`src/utf8fs_pkg.sv`:
```
package utf8fs_pkg;

    localparam int MAX_FIELD_BYTES = 256;

    localparam logic [7:0] SEP_BYTE   = 8'h7C;  // '|'
    localparam logic [7:0] ONE_BYTE   = 8'h31;  // '1'
    localparam logic [7:0] ZERO_BYTE  = 8'h30;  // '0'
    localparam logic [7:0] NINE_BYTE  = 8'h39;  // '9'

    localparam logic [7:0] CONT_MASK  = 8'hC0;
    localparam logic [7:0] CONT_CODE  = 8'h80;
    localparam logic [7:0] ASCII_MASK = 8'h80;
    localparam logic [7:0] LEAD2_MASK = 8'hE0;
    localparam logic [7:0] LEAD2_CODE = 8'hC0;
    localparam logic [7:0] LEAD3_MASK = 8'hF0;
    localparam logic [7:0] LEAD3_CODE = 8'hE0;
    localparam logic [7:0] LEAD4_MASK = 8'hF8;
    localparam logic [7:0] LEAD4_CODE = 8'hF0;

    localparam logic [16:0] MAX_BYTES_W = 17'(MAX_FIELD_BYTES);

    typedef struct packed {
        logic [7:0]  field_number;
        logic [7:0]  kept_length;
        logic        starts_with_one;
        logic        number_valid;
        logic [31:0] number_value;
        logic        last_field;
    } result_t;

    function automatic logic is_close(input logic [7:0] b, input logic eot);
        return eot || (b == SEP_BYTE);
    endfunction

    // byte limit of a field: min(capacity, max) - 1 (0 stays 0), saturated to 255
    function automatic logic [7:0] cap_to_limit(input logic [8:0] cap);
        logic [16:0] c;
        c = {8'd0, cap};
        if (c > MAX_BYTES_W)
        begin
            c = MAX_BYTES_W;
        end
        c = (c == 17'd0) ? 17'd0 : c - 17'd1;
        return (c > 17'd255) ? 8'hFF : c[7:0];
    endfunction

endpackage

```
`src/utf8_safe_field_splitter_core.sv`:
```
// channel | signals                                   | payload
// input   | byte_valid / byte_ready                   | data_byte, end_of_text, capacity
// output  | field_valid / field_ready                 | field_number .. last_field
//
// one item per cycle sustained while the output has space for closing items;
// an accepted item is evaluated from the input register, and a closing item
// loads the result register once the output has space, so field_valid rises
// after the input register and then the result register have loaded
// the field state update is one combinational step per item, which sets the rate
// rst_n clears all field state and both valid flags asynchronously
// a stalled output only holds back separators and end markers; ordinary
// bytes keep flowing while a result waits
module utf8_safe_field_splitter_core (
    input  logic        clk,
    input  logic        rst_n,
    input  logic        byte_valid,
    output logic        byte_ready,
    input  logic [7:0]  data_byte,
    input  logic        end_of_text,
    input  logic [8:0]  capacity,
    output logic        field_valid,
    input  logic        field_ready,
    output logic [7:0]  field_number,
    output logic [7:0]  kept_length,
    output logic        starts_with_one,
    output logic        number_valid,
    output logic [31:0] number_value,
    output logic        last_field
);
    import utf8fs_pkg::*;

    logic       in_valid_reg, in_valid_next;
    logic [7:0] in_byte_reg;
    logic       in_eot_reg;
    logic [8:0] in_cap_reg;

    logic       closing;
    logic       out_space;
    logic       advance;
    logic       take;
    result_t    scan_result;
    result_t    out_data;

    assign closing    = is_close(in_byte_reg, in_eot_reg);
    assign advance    = in_valid_reg && (!closing || out_space);
    assign byte_ready = !in_valid_reg || advance;
    assign take       = byte_valid && byte_ready;

    always_comb
    begin
        in_valid_next = in_valid_reg;
        if (take)
        begin
            in_valid_next = 1'b1;
        end
        else if (advance)
        begin
            in_valid_next = 1'b0;
        end
    end

    always_ff @(posedge clk or negedge rst_n)
    begin
        if (!rst_n)
        begin
            in_valid_reg <= 1'b0;
        end
        else
        begin
            in_valid_reg <= in_valid_next;
        end
    end

    always_ff @(posedge clk)
    begin
        if (take)
        begin
            in_byte_reg <= data_byte;
            in_eot_reg  <= end_of_text;
            in_cap_reg  <= capacity;
        end
    end

    utf8fs_scan u_scan (
        .clk         (clk),
        .rst_n       (rst_n),
        .step        (advance),
        .data_byte   (in_byte_reg),
        .end_of_text (in_eot_reg),
        .capacity    (in_cap_reg),
        .result      (scan_result)
    );

    utf8fs_out_reg u_out (
        .clk         (clk),
        .rst_n       (rst_n),
        .load        (advance && closing),
        .result      (scan_result),
        .space       (out_space),
        .field_valid (field_valid),
        .field_ready (field_ready),
        .field_data  (out_data)
    );

    assign field_number    = out_data.field_number;
    assign kept_length     = out_data.kept_length;
    assign starts_with_one = out_data.starts_with_one;
    assign number_valid    = out_data.number_valid;
    assign number_value    = out_data.number_value;
    assign last_field      = out_data.last_field;

endmodule

```
`src/utf8fs_scan.sv`:
```
module utf8fs_scan (
    input  logic                     clk,
    input  logic                     rst_n,
    input  logic                     step,
    input  logic [7:0]               data_byte,
    input  logic                     end_of_text,
    input  logic [8:0]               capacity,
    output utf8fs_pkg::result_t      result
);
    import utf8fs_pkg::*;

    logic [7:0]  byte_position_reg, byte_position_next;
    logic [7:0]  field_limit_reg, field_limit_next;
    logic [7:0]  kept_count_reg, kept_count_next;
    logic [1:0]  pending_reg, pending_next;
    logic        scan_stopped_reg, scan_stopped_next;
    logic        first_is_one_reg, first_is_one_next;
    logic        saw_non_digit_reg, saw_non_digit_next;
    logic [31:0] accum_reg, accum_next;
    logic [7:0]  field_counter_reg, field_counter_next;

    logic [7:0]  limit;
    logic [2:0]  cp_len;
    logic        lead_ok;
    logic        num_ok;

    always_comb
    begin
        byte_position_next = byte_position_reg;
        field_limit_next   = field_limit_reg;
        kept_count_next    = kept_count_reg;
        pending_next       = pending_reg;
        scan_stopped_next  = scan_stopped_reg;
        first_is_one_next  = first_is_one_reg;
        saw_non_digit_next = saw_non_digit_reg;
        accum_next         = accum_reg;
        field_counter_next = field_counter_reg;
        cp_len             = 3'd1;
        lead_ok            = 1'b0;
        // the limit is latched on the first byte, so use it right away there
        limit = (byte_position_reg == 8'd0) ? cap_to_limit(capacity) : field_limit_reg;

        if (step)
        begin
            if (is_close(data_byte, end_of_text))
            begin
                byte_position_next = 8'd0;
                field_limit_next   = 8'd0;
                kept_count_next    = 8'd0;
                pending_next       = 2'd0;
                scan_stopped_next  = 1'b0;
                first_is_one_next  = 1'b0;
                saw_non_digit_next = 1'b0;
                accum_next         = 32'd0;
                if (end_of_text)
                begin
                    field_counter_next = 8'd0;
                end
                else if (field_counter_reg != 8'hFF)
                begin
                    field_counter_next = field_counter_reg + 8'd1;
                end
            end
            else
            begin
                field_limit_next = limit;
                if (byte_position_reg != 8'hFF)
                begin
                    byte_position_next = byte_position_reg + 8'd1;
                end
                if (!scan_stopped_reg && (byte_position_reg < limit))
                begin
                    if (pending_reg != 2'd0)
                    begin
                        if ((data_byte & CONT_MASK) == CONT_CODE)
                        begin
                            pending_next = pending_reg - 2'd1;
                            if (pending_reg == 2'd1)
                            begin
                                kept_count_next    = byte_position_reg + 8'd1;
                                saw_non_digit_next = 1'b1;
                            end
                        end
                        else
                        begin
                            pending_next      = 2'd0;
                            scan_stopped_next = 1'b1;
                        end
                    end
                    else if ((data_byte & ASCII_MASK) == 8'd0)
                    begin
                        kept_count_next = byte_position_reg + 8'd1;
                        if ((byte_position_reg == 8'd0) && (data_byte == ONE_BYTE))
                        begin
                            first_is_one_next = 1'b1;
                        end
                        if ((data_byte >= ZERO_BYTE) && (data_byte <= NINE_BYTE))
                        begin
                            accum_next = (accum_reg << 3) + (accum_reg << 1)
                                       + {28'd0, data_byte[3:0]};
                        end
                        else
                        begin
                            saw_non_digit_next = 1'b1;
                        end
                    end
                    else
                    begin
                        priority if ((data_byte & LEAD2_MASK) == LEAD2_CODE)
                        begin
                            cp_len  = 3'd2;
                            lead_ok = 1'b1;
                        end
                        else if ((data_byte & LEAD3_MASK) == LEAD3_CODE)
                        begin
                            cp_len  = 3'd3;
                            lead_ok = 1'b1;
                        end
                        else if ((data_byte & LEAD4_MASK) == LEAD4_CODE)
                        begin
                            cp_len  = 3'd4;
                            lead_ok = 1'b1;
                        end
                        else
                        begin
                            cp_len  = 3'd1;
                            lead_ok = 1'b0;
                        end
                        // codepoint must fit entirely under the cap
                        if (!lead_ok ||
                            (({1'b0, byte_position_reg} + {6'd0, cp_len}) > {1'b0, limit}))
                        begin
                            scan_stopped_next = 1'b1;
                        end
                        else
                        begin
                            pending_next = 2'(cp_len - 3'd1);
                        end
                    end
                end
            end
        end
    end

    always_ff @(posedge clk or negedge rst_n)
    begin
        if (!rst_n)
        begin
            byte_position_reg <= '0;
            field_limit_reg   <= '0;
            kept_count_reg    <= '0;
            pending_reg       <= '0;
            scan_stopped_reg  <= 1'b0;
            first_is_one_reg  <= 1'b0;
            saw_non_digit_reg <= 1'b0;
            accum_reg         <= '0;
            field_counter_reg <= '0;
        end
        else
        begin
            byte_position_reg <= byte_position_next;
            field_limit_reg   <= field_limit_next;
            kept_count_reg    <= kept_count_next;
            pending_reg       <= pending_next;
            scan_stopped_reg  <= scan_stopped_next;
            first_is_one_reg  <= first_is_one_next;
            saw_non_digit_reg <= saw_non_digit_next;
            accum_reg         <= accum_next;
            field_counter_reg <= field_counter_next;
        end
    end

    assign num_ok = (kept_count_reg != 8'd0) && !saw_non_digit_reg;

    always_comb
    begin
        result.field_number    = field_counter_reg;
        result.kept_length     = kept_count_reg;
        result.starts_with_one = (kept_count_reg != 8'd0) && first_is_one_reg;
        result.number_valid    = num_ok;
        result.number_value    = num_ok ? accum_reg : 32'd0;
        result.last_field      = end_of_text;
    end

endmodule

```
`src/utf8fs_out_reg.sv`:
```
module utf8fs_out_reg (
    input  logic                     clk,
    input  logic                     rst_n,
    input  logic                     load,
    input  utf8fs_pkg::result_t      result,
    output logic                     space,
    output logic                     field_valid,
    input  logic                     field_ready,
    output utf8fs_pkg::result_t      field_data
);
    import utf8fs_pkg::*;

    logic    valid_reg, valid_next;
    result_t data_reg;

    assign space = !valid_reg || field_ready;

    always_comb
    begin
        valid_next = valid_reg;
        if (load)
        begin
            valid_next = 1'b1;
        end
        else if (field_ready)
        begin
            valid_next = 1'b0;
        end
    end

    always_ff @(posedge clk or negedge rst_n)
    begin
        if (!rst_n)
        begin
            valid_reg <= 1'b0;
        end
        else
        begin
            valid_reg <= valid_next;
        end
    end

    always_ff @(posedge clk)
    begin
        if (load)
        begin
            data_reg <= result;
        end
    end

    assign field_valid = valid_reg;
    assign field_data  = data_reg;

endmodule

```
`config.mk`:
```
export PLATFORM = sky130hd
export DESIGN_NAME = utf8_safe_field_splitter_core
export DESIGN_NICKNAME = d
export VERILOG_FILES = /design/src/utf8fs_pkg.sv /design/src/utf8_safe_field_splitter_core.sv /design/src/utf8fs_scan.sv /design/src/utf8fs_out_reg.sv
export SDC_FILE = /design/constraint.sdc
export NUM_CORES = 1
export LEC_CHECK = 0
export ABC_AREA = 1
export BUFFER_PORTS_ARGS = -buffer_cell sky130_fd_sc_hd__buf_2
export CAP_MARGIN = 30
export CORE_UTILIZATION = 61
export DETAILED_ROUTE_END_ITERATION = 10
export PLACE_DENSITY = 0.84
export SYNTH_ARGS = -nofsm -noshare
export SYNTH_HDL_FRONTEND = slang
export SYNTH_SLANG_ARGS = --single-unit
```
`constraint.sdc`:
```
create_clock -name clk -period 3.9 [get_ports clk]
set_input_delay 0.39 -clock clk [delete_from_list [all_inputs] [get_ports clk]]
set_output_delay 0.39 -clock clk [all_outputs]
set_load 0.01 [all_outputs]
```
## Yosys cells after proc, flatten, opt, wreduce, memory -nomap -nowiden

Cells that the tools add are included.

- Add/subtract/negate cells: 8
- $lt $le $gt $ge: 6
- Eq/ne operators: 16
- Muxes and demuxes: 64
- Reductions and logical operators: 42

Operators by type and width:

| kind | number |
|---|---|
| 32-bit two-way mux | 5 |
| 8-bit two-way mux | 13 |
| 32-bit adder | 1 |
| 32-bit by 4-bit adder with 32-bit output | 1 |
| 1-bit two-way mux | 30 |
| 3-bit two-way mux | 8 |
| 5-bit AND reduction | 4 |
| 2-bit nonzero test | 9 |
| 17-bit by 8-bit greater-than comparator with 1-bit output (second input constant) | 1 |
| 17-bit zero test | 1 |
| 17-bit two-way mux | 1 |
| 8-bit by 1-bit adder with 8-bit output (second input constant) | 2 |
| 8-bit zero test | 2 |
| 8-bit != test (second input constant) | 2 |
| 2-bit two-way mux | 6 |
| 9-bit by 1-bit subtractor with 10-bit output (second input constant) | 1 |
| 8-bit by 3-bit adder with 9-bit output | 1 |
| 9-bit by 8-bit greater-than comparator with 1-bit output | 1 |
| 9-bit greater-than comparator (second input constant) | 1 |
| 9-bit two-way mux | 1 |
| 3-bit by 2-bit != test with 1-bit output (second input constant) | 3 |
| 3-bit != test (second input constant) | 3 |
| 8-bit by 6-bit == test with 1-bit output (second input constant) | 1 |
| 8-bit by 7-bit == test with 1-bit output (second input constant) | 1 |
| 19 further kinds | 37 |

- Bits in registers: 140
- Bits of input ports: 22
- Output and inout port bits: 53
- Logic and storage cells: 156

## Longest topological paths before layout

Gate-level depths: netlist of run 1.

- Word-level depth: 20
- Mapped depth: 26
- Gate-level depth less buffers: 26

## Cells and area by module

A second synthesis of run 1 with hierarchy kept.

- Cell total of the unflattened synthesis: 1,000
- Area total of the unflattened synthesis: 8,827.2 µm²

Modules (own cells, without submodules):

| module | times used | cells each | area each (µm²) | sequential area each (µm²) |
|---|---|---|---|---|
| utf8fs_scan | 1 | 904 | 6,592.6 | 1,726.7 |
| utf8fs_out_reg | 1 | 56 | 1,576.5 | 1,556.5 |
| utf8_safe_field_splitter_core | 1 | 40 | 658.1 | 565.5 |

## Least setup slack after synthesis of run 1

No wires, ideal clock.

- Kind: register to register
- Start point: register in_cap_reg[4]
- End point: register u_scan.accum_reg[11]
- Setup time: 0.123 ns
- Arrival: 3.206 ns
- Required time: 3.777 ns
- Slack: 0.571 ns
- Stages on the path, launching flop included: 23
- Path buffers: 1
- Period minus slack after synthesis: 3.329 ns
- Cell sequence: edfxtp_1 -> nor2_1 -> nand2_1 -> o21ai_2 -> nand2_1 -> ha_1 -> nand3_1 -> nor2_4 -> nor3_1 -> nand3_2 -> nand2_2 -> nor2_4 -> o21ai_0 -> o21ai_0 -> ha_1 -> a21o_1 -> nor2_1 -> nand3_2 -> nand2_4 -> nand3_4 -> buf_6 -> nand2_2 -> o21ai_2

- Cells in the longest elaborated chain, start to end: 11
- Elaborated cells between the ends (all ways): 12
- Classes of those cells: add/sub (1); order compare (3); mux (4); reduce/logical (4)

Ends and longest elaborated chain:

| element | RTL line | RTL |
|---|---|---|
| start: declaration | utf8_safe_field_splitter_core.sv:35 | `logic [8:0] in_cap_reg;` |
| start signal: assignment | utf8_safe_field_splitter_core.sv:80 | `in_cap_reg <= capacity;` |
| 9-bit greater-than comparator | utf8fs_pkg.sv:39 | `if (c > MAX_BYTES_W)` |
| 9-bit two-way mux * | utf8fs_pkg.sv:39 |  |
| 9-bit by 1-bit subtractor with 10-bit output or 17-bit zero test (tied branches) | utf8fs_pkg.sv:43 | `c = (c == 17'd0) ? 17'd0 : c - 17'd1;` |
| 17-bit two-way mux * | utf8fs_pkg.sv:43 |  |
| 17-bit by 8-bit greater-than comparator with 1-bit output | utf8fs_pkg.sv:44 | `return (c > 17'd255) ? 8'hFF : c[7:0];` |
| 8-bit two-way mux * | utf8fs_pkg.sv:44 |  |
| 8-bit two-way mux * | utf8fs_scan.sv:41 | `limit = (byte_position_reg == 8'd0) ? cap_to_limit(capacity) : field_limit_reg;` |
| 8-bit < comparator * | utf8fs_scan.sv:71 | `if (!scan_stopped_reg && (byte_position_reg < limit))` |
| 1-bit logical AND * | utf8fs_scan.sv:71 |  |
| 2-bit nonzero test (no source line) * | - |  |
| 5-bit AND reduction (no source line) * | - |  |
| end signal: assignment | utf8fs_scan.sv:168 | `accum_reg <= accum_next;` |
| end: declaration | utf8fs_scan.sv:19 | `logic [31:0] accum_reg, accum_next;` |

Every way passes the cells marked *; elsewhere a longest branch is shown, timed or not.
A chain may end at the register's enable or synchronous reset.

## Worst setup path in the final report of run 1

- Start point: register in_byte_reg[3]
- End point: register u_scan.accum_reg[20]

- Cells in the longest elaborated chain, start to end: 6
- Elaborated cells between the ends (all ways): 19
- Classes of those cells: add/sub (1); order compare (2); eq/ne (2); mux (5); reduce/logical (9)

Ends and longest elaborated chain:

| element | RTL line | RTL |
|---|---|---|
| start: declaration | utf8_safe_field_splitter_core.sv:33 | `logic [7:0] in_byte_reg;` |
| start signal: assignment | utf8_safe_field_splitter_core.sv:78 | `in_byte_reg <= data_byte;` |
| 32-bit by 4-bit adder with 32-bit output or 8-bit by 7-bit == test with 1-bit output (tied branches) | utf8fs_scan.sv:100, utf8fs_pkg.sv:32 |  |
| 32-bit two-way mux or 1-bit logical OR (tied branches) | utf8fs_scan.sv:97, utf8fs_pkg.sv:32 |  |
| 32-bit two-way mux or 1-bit zero test (tied branches) | utf8fs_scan.sv:90, utf8_safe_field_splitter_core.sv:45 |  |
| 32-bit two-way mux or 1-bit logical OR (tied branches) | utf8fs_scan.sv:73, utf8_safe_field_splitter_core.sv:45 |  |
| 32-bit two-way mux or 1-bit logical AND (tied branches) | utf8fs_scan.sv:71, utf8_safe_field_splitter_core.sv:45 |  |
| 32-bit two-way mux or 5-bit AND reduction (tied branches) | - |  |

Several ways; a longest one is shown, not always the timed one. The select of a mux whose other input is x is not followed.

==> results of run 1 <==
-- path summary, 6_finish.rpt --
kind / to / startpoint
min reg2reg: u_out.field_data[38] / u_scan.kept_count_reg[3]
min: in_cap_reg[7] / capacity[7]
max in group asynchronous: u_scan.field_counter_reg[6] / rst_n
min in group asynchronous: u_scan.accum_reg[12] / rst_n
max: u_scan.accum_reg[20] / in_byte_reg[3]
max reg2reg: u_scan.accum_reg[20] / in_byte_reg[3]
-- synthesized netlist by cell type, drive strengths merged --
library cell	number	area [um^2]
o21a	3	22.5
o21bai	3	22.5
o31ai	2	15.0
edfxtp	69	2070
or2	17	106
ha	78	976
o2111ai	1	8.76
nor4	3	18.8
clkbuf	13	48.8
o21ai	102	646
xor2	15	131
a31oi	7	58.8
o22ai	5	31.3
a21oi	60	300
nor3b	6	45.0
a21boi	1	7.51
clkinv	2	7.51
dfrtp	71	1780
nand2	209	872
o211ai	2	15.0
fa	3	60.1
xnor2	7	61.3
nand4	10	62.6
nand3	59	328
buf	7	75.1
o221ai	1	8.76
inv	124	465
nor2	86	343
a221oi	1	8.76
a211oi	2	15.0
nor3	15	75.1
a21o	2	15.0
-- final cells by class --
cell class | count | share of cell area, %
multi-input combinational | 700 | 43.1
sequential | 140 | 39.0
timing repair buffer | 82 | 4.96
inverter | 126 | 4.80
clock buffer | 21 | 4.57
tap | 180 | 2.28
clock inverter | 11 | 1.23
-- power by group through the flow --
stage	registers, mW	clock network [mW]	logic, mW
floorplan	2.05	0	1.68
finish	2.08	1.57	2.19
detailed placement	2.10	0	2.17
global route	2.11	1.66	2.51
global placement	2.10	0	2.05
CTS	2.08	1.59	2.18
-- per-stage QoR --
| step | total power [mW] | hold WS, ps |
|---|---|---|
| 2_1_floorplan | 3.73 | 94.4 |
| 3_3_place_gp | 4.14 | 350 |
| 3_5_place_dp | 4.27 | 349 |
| 4_1_cts | 5.85 | 123 |
| 5_1_grt | 6.28 | 125 |
| 6_report | 5.85 | 132 |
-- what timing repair did --
item / 4_1_cts / 5_1_grt
gates resized for setup: 0 / 6
hold buffers: 1 / 0
endpoints found under the hold margin: 17 / 0
setup endpoints to repair: 0 / 21
-- cells by family after synthesis --
logic type | count (synthesis) | synth area share [%]
flip-flops | 140 | 44.2
XOR/XNOR | 22 | 2.21
AND/OR/NAND/NOR | 405 | 21.3
adder cells (fa/ha/maj) | 81 | 11.9
buffers and inverters | 146 | 6.86
AO/OA/AOI/OAI | 192 | 13.5
-- layer usage --
| metal | vias up | part of all wire, % | track usage, % |
|---|---|---|---|
| met4 | 0 | 2.3 | 11.4 |
| li1 | 3500 | - | - |
| met2 | 191 | 51 | 46.6 |
| met1 | 3225 | 43 | 33.2 |
| met3 | 41 | 4.1 | 5.40 |
| met5 | - | 0 | 0 |
==> impl_results.md, run 1 <==
* Setup TNS at 0 ps
* Initial core utilization at 62.7%
* Seq pwr share at about 36%
* Max reg flops at between 50 and 60
* 1st-iter DRT viols at 395
* Commonest cells after routing, fill and taps aside: nand2_1, inv_1, nor2_1, ha_1, buf_2
* Die width at 121 um
* Avg Inst Size Synth at ~8.8 um^2
* Max Clock Skew at about 9.4 ps
* Core box area at around 14000 um^2
* Post-route setup slack at ~280 ps
* Clock buffer depth at 2
* CP max stage delay at 590 ps
* Post-route cell area at a little under 10000 um^2
* Number of diodes at 0
* Largest net degree at the start of global routing at 55
* Detail Route Antenna Nets at 0
* Hold Crit Depth at 1
* Clock power share at a little over a quarter
* Crit-path max FO at 4
* Yosys reg bits at 140
* HPWL Detailed at between 10000 and 15000 um
* Filler cells at 1051
* Fin nets at 1170
* CTS tree: built
* CP startpoint kind: flop
* Final setup fails at 0
* Row count at between 40 and 50
* Die H at roughly 120 um
* Sw Ratio at 37.8%
* Period utilization at just over 90%
* Reg2reg path depth at 16
* Worst hold path type: in2reg
* Post-Synthesis Cells at between 900 and 1k
* Setup bufs post-CTS at 0
* Clk_lat worst skew at 430 ps
* Clock Sinks at between 100 and 150
* Worst-case headroom to the max-slew limit at approximately half
* CP max stage cell: fa_1
* Clk pin slew, worst setup/hold paths at approximately 60 ps
* Hold Vio Cnt, Final at 0
* Number of vias per cell at 5.52
* Synth Warn # at 0
* Crit path buf inv count at 2
* Reg area at ~3800 um^2
* Die ar. at 14700 um^2
* Root cell of the clock tree: clkbuf_16
* Routed WL at ~18000 um
* Layout cell share with drive strength beyond 1 at 19.3%
* Slew at the pin with the worst max-slew slack at about 720 ps
* Synth unique cells at 44
* Crit-path cells: fa_1 > inv_1 > fa_1 > inv_1 > nand3_1 > nand2_1 > nand2_1 > nand2_1 > a21oi_1 > o21ai_1 > a21boi_0 > o21ai_0 > a21oi_1 > xor2_1 > or2_2 > o21ai_2
* Gr usage total at a little over a quarter
* First-pass GRT wire length at 31200 um
* Fin crit period at roughly 3600 ps
* Leading cell type in the layout, fill and taps excluded: nand2_1
* Vias in the first global route at 6712
* Dpl ws at about 200 ps
* Sw Pwr at roughly 2.2 mW
* Sequential share of the synthesized area at between 40 and 50%
* RSZ-0062 raised after global routing: false
* Required @ worst endpoint at around 4300 ps
* Crit Path Category: reg2reg
* Crit end category: flop
* Internal at roughly 3.6 mW
* Power density over the cells at between 500 and 600 nW/um^2
* H-Tree Depth at 4
* I/O pin count at between 70 and 80
* Port Buffers at 74
* Antenna violations before repair at 0
* Fin cells at 1260
* Family with the most delay on the worst path: compound AO/OA/AOI/OAI gates
* Placed cell count at between 1k and 1.5k
* Max cap viols at 0
* Run status: finished, final reports clean
* RePlAce Congestion at 0.928
* DR WL/cell at 14.6 um
* Mapped cell area at ~8700 um^2
* Multi-input logic area at ~4300 um^2
* Total gr overflow at 0
* Pleak at 4.59 nW
* 1st-pass router iterations at 5
* Worst EP arrival at between 3000 and 4000 ps
* Comb pwr share at between 30% and 40%
* Vias at approximately 7k
* Placed Area at between 9000 and 10000 um^2
* R2r setup slk at 280 ps
* Maximum vdd drop at just over 0.3 mV
* Max-slew violations at 0
* # DRC at 0
* Syn-to-layout area delta at 13.4%
* Inserted Clock Buffers at 17
* Syn Nets at around 1.1k
* CP most frequent cell: nand2_1
* Max Fclk at ~280 MHz
* Fin util at 71.0%
* Critical path depth at 16
Note: power is estimated with default switching activity, not from simulation.
==> inputs of run 2 (changes only) <==
- CORE_ASPECT_RATIO: unset -> 1.25
==> run 2 against run 1 <==
Compared with the run above:
- the run now ends with hold timing left
- final cell count down 0.48%
- utilization rose by 0.13 points
- largest power group unchanged
- non-clock buffer count stayed put
- maximum frequency fell by 0.24%
- sequential share of layout area about the same
- sequential cell count stayed put
- sequential power barely moved
- power is 1.5% higher
==> impl_results.md, run 2 (synthesized netlist as in run 1, its figures left out) <==
* Hold Vio Cnt, Final at 5 (+5)
* Crit-path max FO at 4 (unchanged)
* Placed cell count at 1223 (-0.33%)
* Max-slew violations at 0 (unchanged)
* Largest net degree at the start of global routing at 54 (-1.8%)
* Family with the most delay on the worst path: compound AO/OA/AOI/OAI gates
* Pleak at 4.59 nW (+0.14%)
* CP max stage delay at 580 ps (about the same)
* CTS tree: built
* H-Tree Depth at 4 (unchanged)
* Period utilization at 93.1% (+0.22 points)
* Max reg flops at 51 (unchanged)
* Worst hold path type: in2async
* CP most frequent cell: nand2_1
* Die ar. at 14700 um^2 (about the same)
* 1st-iter DRT viols at 333 (-16%)
* Syn-to-layout area delta at 13.5%
* Hold slack final at -8.11 ps (-140 ps)
* Total gr overflow at 0 (unchanged)
* Initial core utilization at 62.7% (about the same)
* Violated checks: hold timing
* Crit end category: flop
* I/O pin count at 75 (unchanged)
* Max Clock Skew at 11.3 ps (+1.97 ps)
* CP startpoint kind: flop
* Port Buffers at 74 (unchanged)
* Clock power share at 28.0% (+1.1 points)
* Fin crit period at 3630 ps (+8.74 ps)
* Root cell of the clock tree: clkbuf_16
* Clock buffer depth at 2 (unchanged)
* Maximum vdd drop at 0.373 mV (+22%)
* Antenna violations before repair at 0 (unchanged)
* Sw Ratio at 37.6% (-0.24 points)
* Crit-path cells: fa_1 > inv_1 > fa_1 > inv_1 > nand3_1 > nand2_1 > nand2_1 > nand2_1 > a21oi_1 > o21ai_0 > a21boi_0 > o21ai_0 > a21oi_1 > xor2_1 > or2_2 > o21ai_2
* Max cap viols at 0 (unchanged)
* Fin util at 71.2% (+0.13 points)
* Fin nets at 1170 (unchanged)
* Gr usage total at 27.2% (about the same)
* Routed WL at 18500 um (+0.20%)
* Die width at 109 um (-10%)
* # DRC at 0 (unchanged)
* Row count at 48 (+12%)
* Post-route cell area at 9870 um^2 (+0.13%)
* Number of diodes at 0 (unchanged)
* First-pass GRT wire length at 31000 um (-0.75%)
* Clk pin slew, worst setup/hold paths at 60 ps (about the same)
* Worst EP arrival at 3980 ps (about the same)
* Power density over the cells at 601 nW/um^2 (+1.4%)
* Run status: complete, but fails checks
* Crit Path Category: reg2reg
* HPWL Detailed at 13800 um (-0.25%)
* Fin cells at 1254 (-0.48%)
* Detail Route Antenna Nets at 0 (unchanged)
* Required @ worst endpoint at 4250 ps (about the same)
* Max Fclk at 275 MHz (-0.24%)
* CP max stage cell: fa_1
* Comb pwr share at 37.1% (-0.4 points)
* Commonest cells after routing, fill and taps aside: nand2_1, inv_1, nor2_1, ha_1, buf_2
* Vias at 6975 (+0.26%)
* Clk_lat worst skew at 420 ps (about the same)
* Inserted Clock Buffers at 17 (unchanged)
* Layout cell share with drive strength beyond 1 at 19.6% (+0.30 points)
* Sw Pwr at 2.23 mW (+0.87%)
* Core box area at 13900 um^2 (about the same)
* Setup bufs post-CTS at 0 (unchanged)
* Slew at the pin with the worst max-slew slack at 833 ps (+108 ps)
* Seq pwr share at 35.0% (-0.6 points)
* Final setup fails at 0 (unchanged)
* Vias in the first global route at 6897 (+2.8%)
* Die H at 136 um (+12%)
* Number of vias per cell at 5.56 (+0.74%)
* Leading cell type in the layout, fill and taps excluded: nand2_1
* Crit path buf inv count at 2 (unchanged)
* RePlAce Congestion at 0.923 (-0.46%)
* Clock Sinks at 140 (unchanged)
* Placed Area at 9260 um^2 (-0.12%)
* DR WL/cell at 14.7 um (+0.67%)
* Internal at 3.71 mW (+1.9%)
* Worst-case headroom to the max-slew limit at 44.4% (-7.3 points)
* 1st-pass router iterations at 6 (+1)
==> run 2: cell types whose count changed in the layout (fill, tap and decap cells not counted), sizes merged <==
| cell | previous run | this run |
|---|---|---|
| clkbuf | 21 | 19 |
| dlygate4sd3 | 1 | 0 |
| clkinv | 9 | 5 |
| inv | 124 | 127 |
| buf | 81 | 82 |
| clkinvlp | 2 | 3 |
| bufinv | 2 | 3 |
==> run 2: path summary, 6_finish.rpt <==
path / from / to / slack (ps) / cells past startpoint
max in group asynchronous: rst_n / u_scan.field_limit_reg[0] / 2870 / 2
min in group clk: end_of_text / in_eot_reg / 140 / 1
min: rst_n / u_scan.accum_reg[15] / -8 / 1
min reg2reg: in_eot_reg / u_out.field_data[0] / 460 / 0
max: in_byte_reg[3] / u_scan.accum_reg[20] / 270 / 16
max reg2reg: in_byte_reg[3] / u_scan.accum_reg[20] / 270 / 16
==> run 2: final cells by class <==
class | instances | area, um^2
well taps | 175 | 219
clock buffers | 19 | 443
flip-flops and latches | 140 | 3850
inverters | 126 | 473
repair buffers | 82 | 463
multi-input cells | 700 | 4260
fillers | 1060 | 4000
clock inverters | 12 | 164
==> run 2: metrics by stage <==
| step | setup slack, ps | power [mW] | setup TNS, ps | hold WS [ps] |
|---|---|---|---|---|
| detailed placement | 320 | 4.27 | 0 | 449 |
| CTS | 284 | 5.95 | 0 | 18.2 |
| global placement | 400 | 4.15 | 0 | 432 |
| finish | 269 | 5.94 | 0 | -8.11 |
| floorplan | 571 | 3.73 | 0 | 94.4 |
| global route | -0.815 | 6.34 | -0.815 | 36.3 |
==> run 2: routing by layer <==
metal  routed length [um]  vias up  GRT usage, %
met5                    0        -             0
met4                  722        0          14.6
met3                  703       63          5.00
met2                 9800      178          48.7
met1                 7250     3243          30.0
li1                     -     3491             -
==> run 2: repair_timing <==
item | 4_1_cts | 5_1_grt
gates resized for setup | 0 | 2
endpoints found under the setup margin | 0 | 3
hold buffers | 0 | 0
==> run 2: power by group through the flow <==
stage	Clock [mW]	Combinational (mW)	Sequential, mW
6_report	1.66	2.20	2.08
5_1_grt	1.74	2.49	2.11
4_1_cts	1.68	2.19	2.08
3_5_place_dp	0	2.17	2.10
3_3_place_gp	0	2.06	2.10
2_1_floorplan	0	1.68	2.05
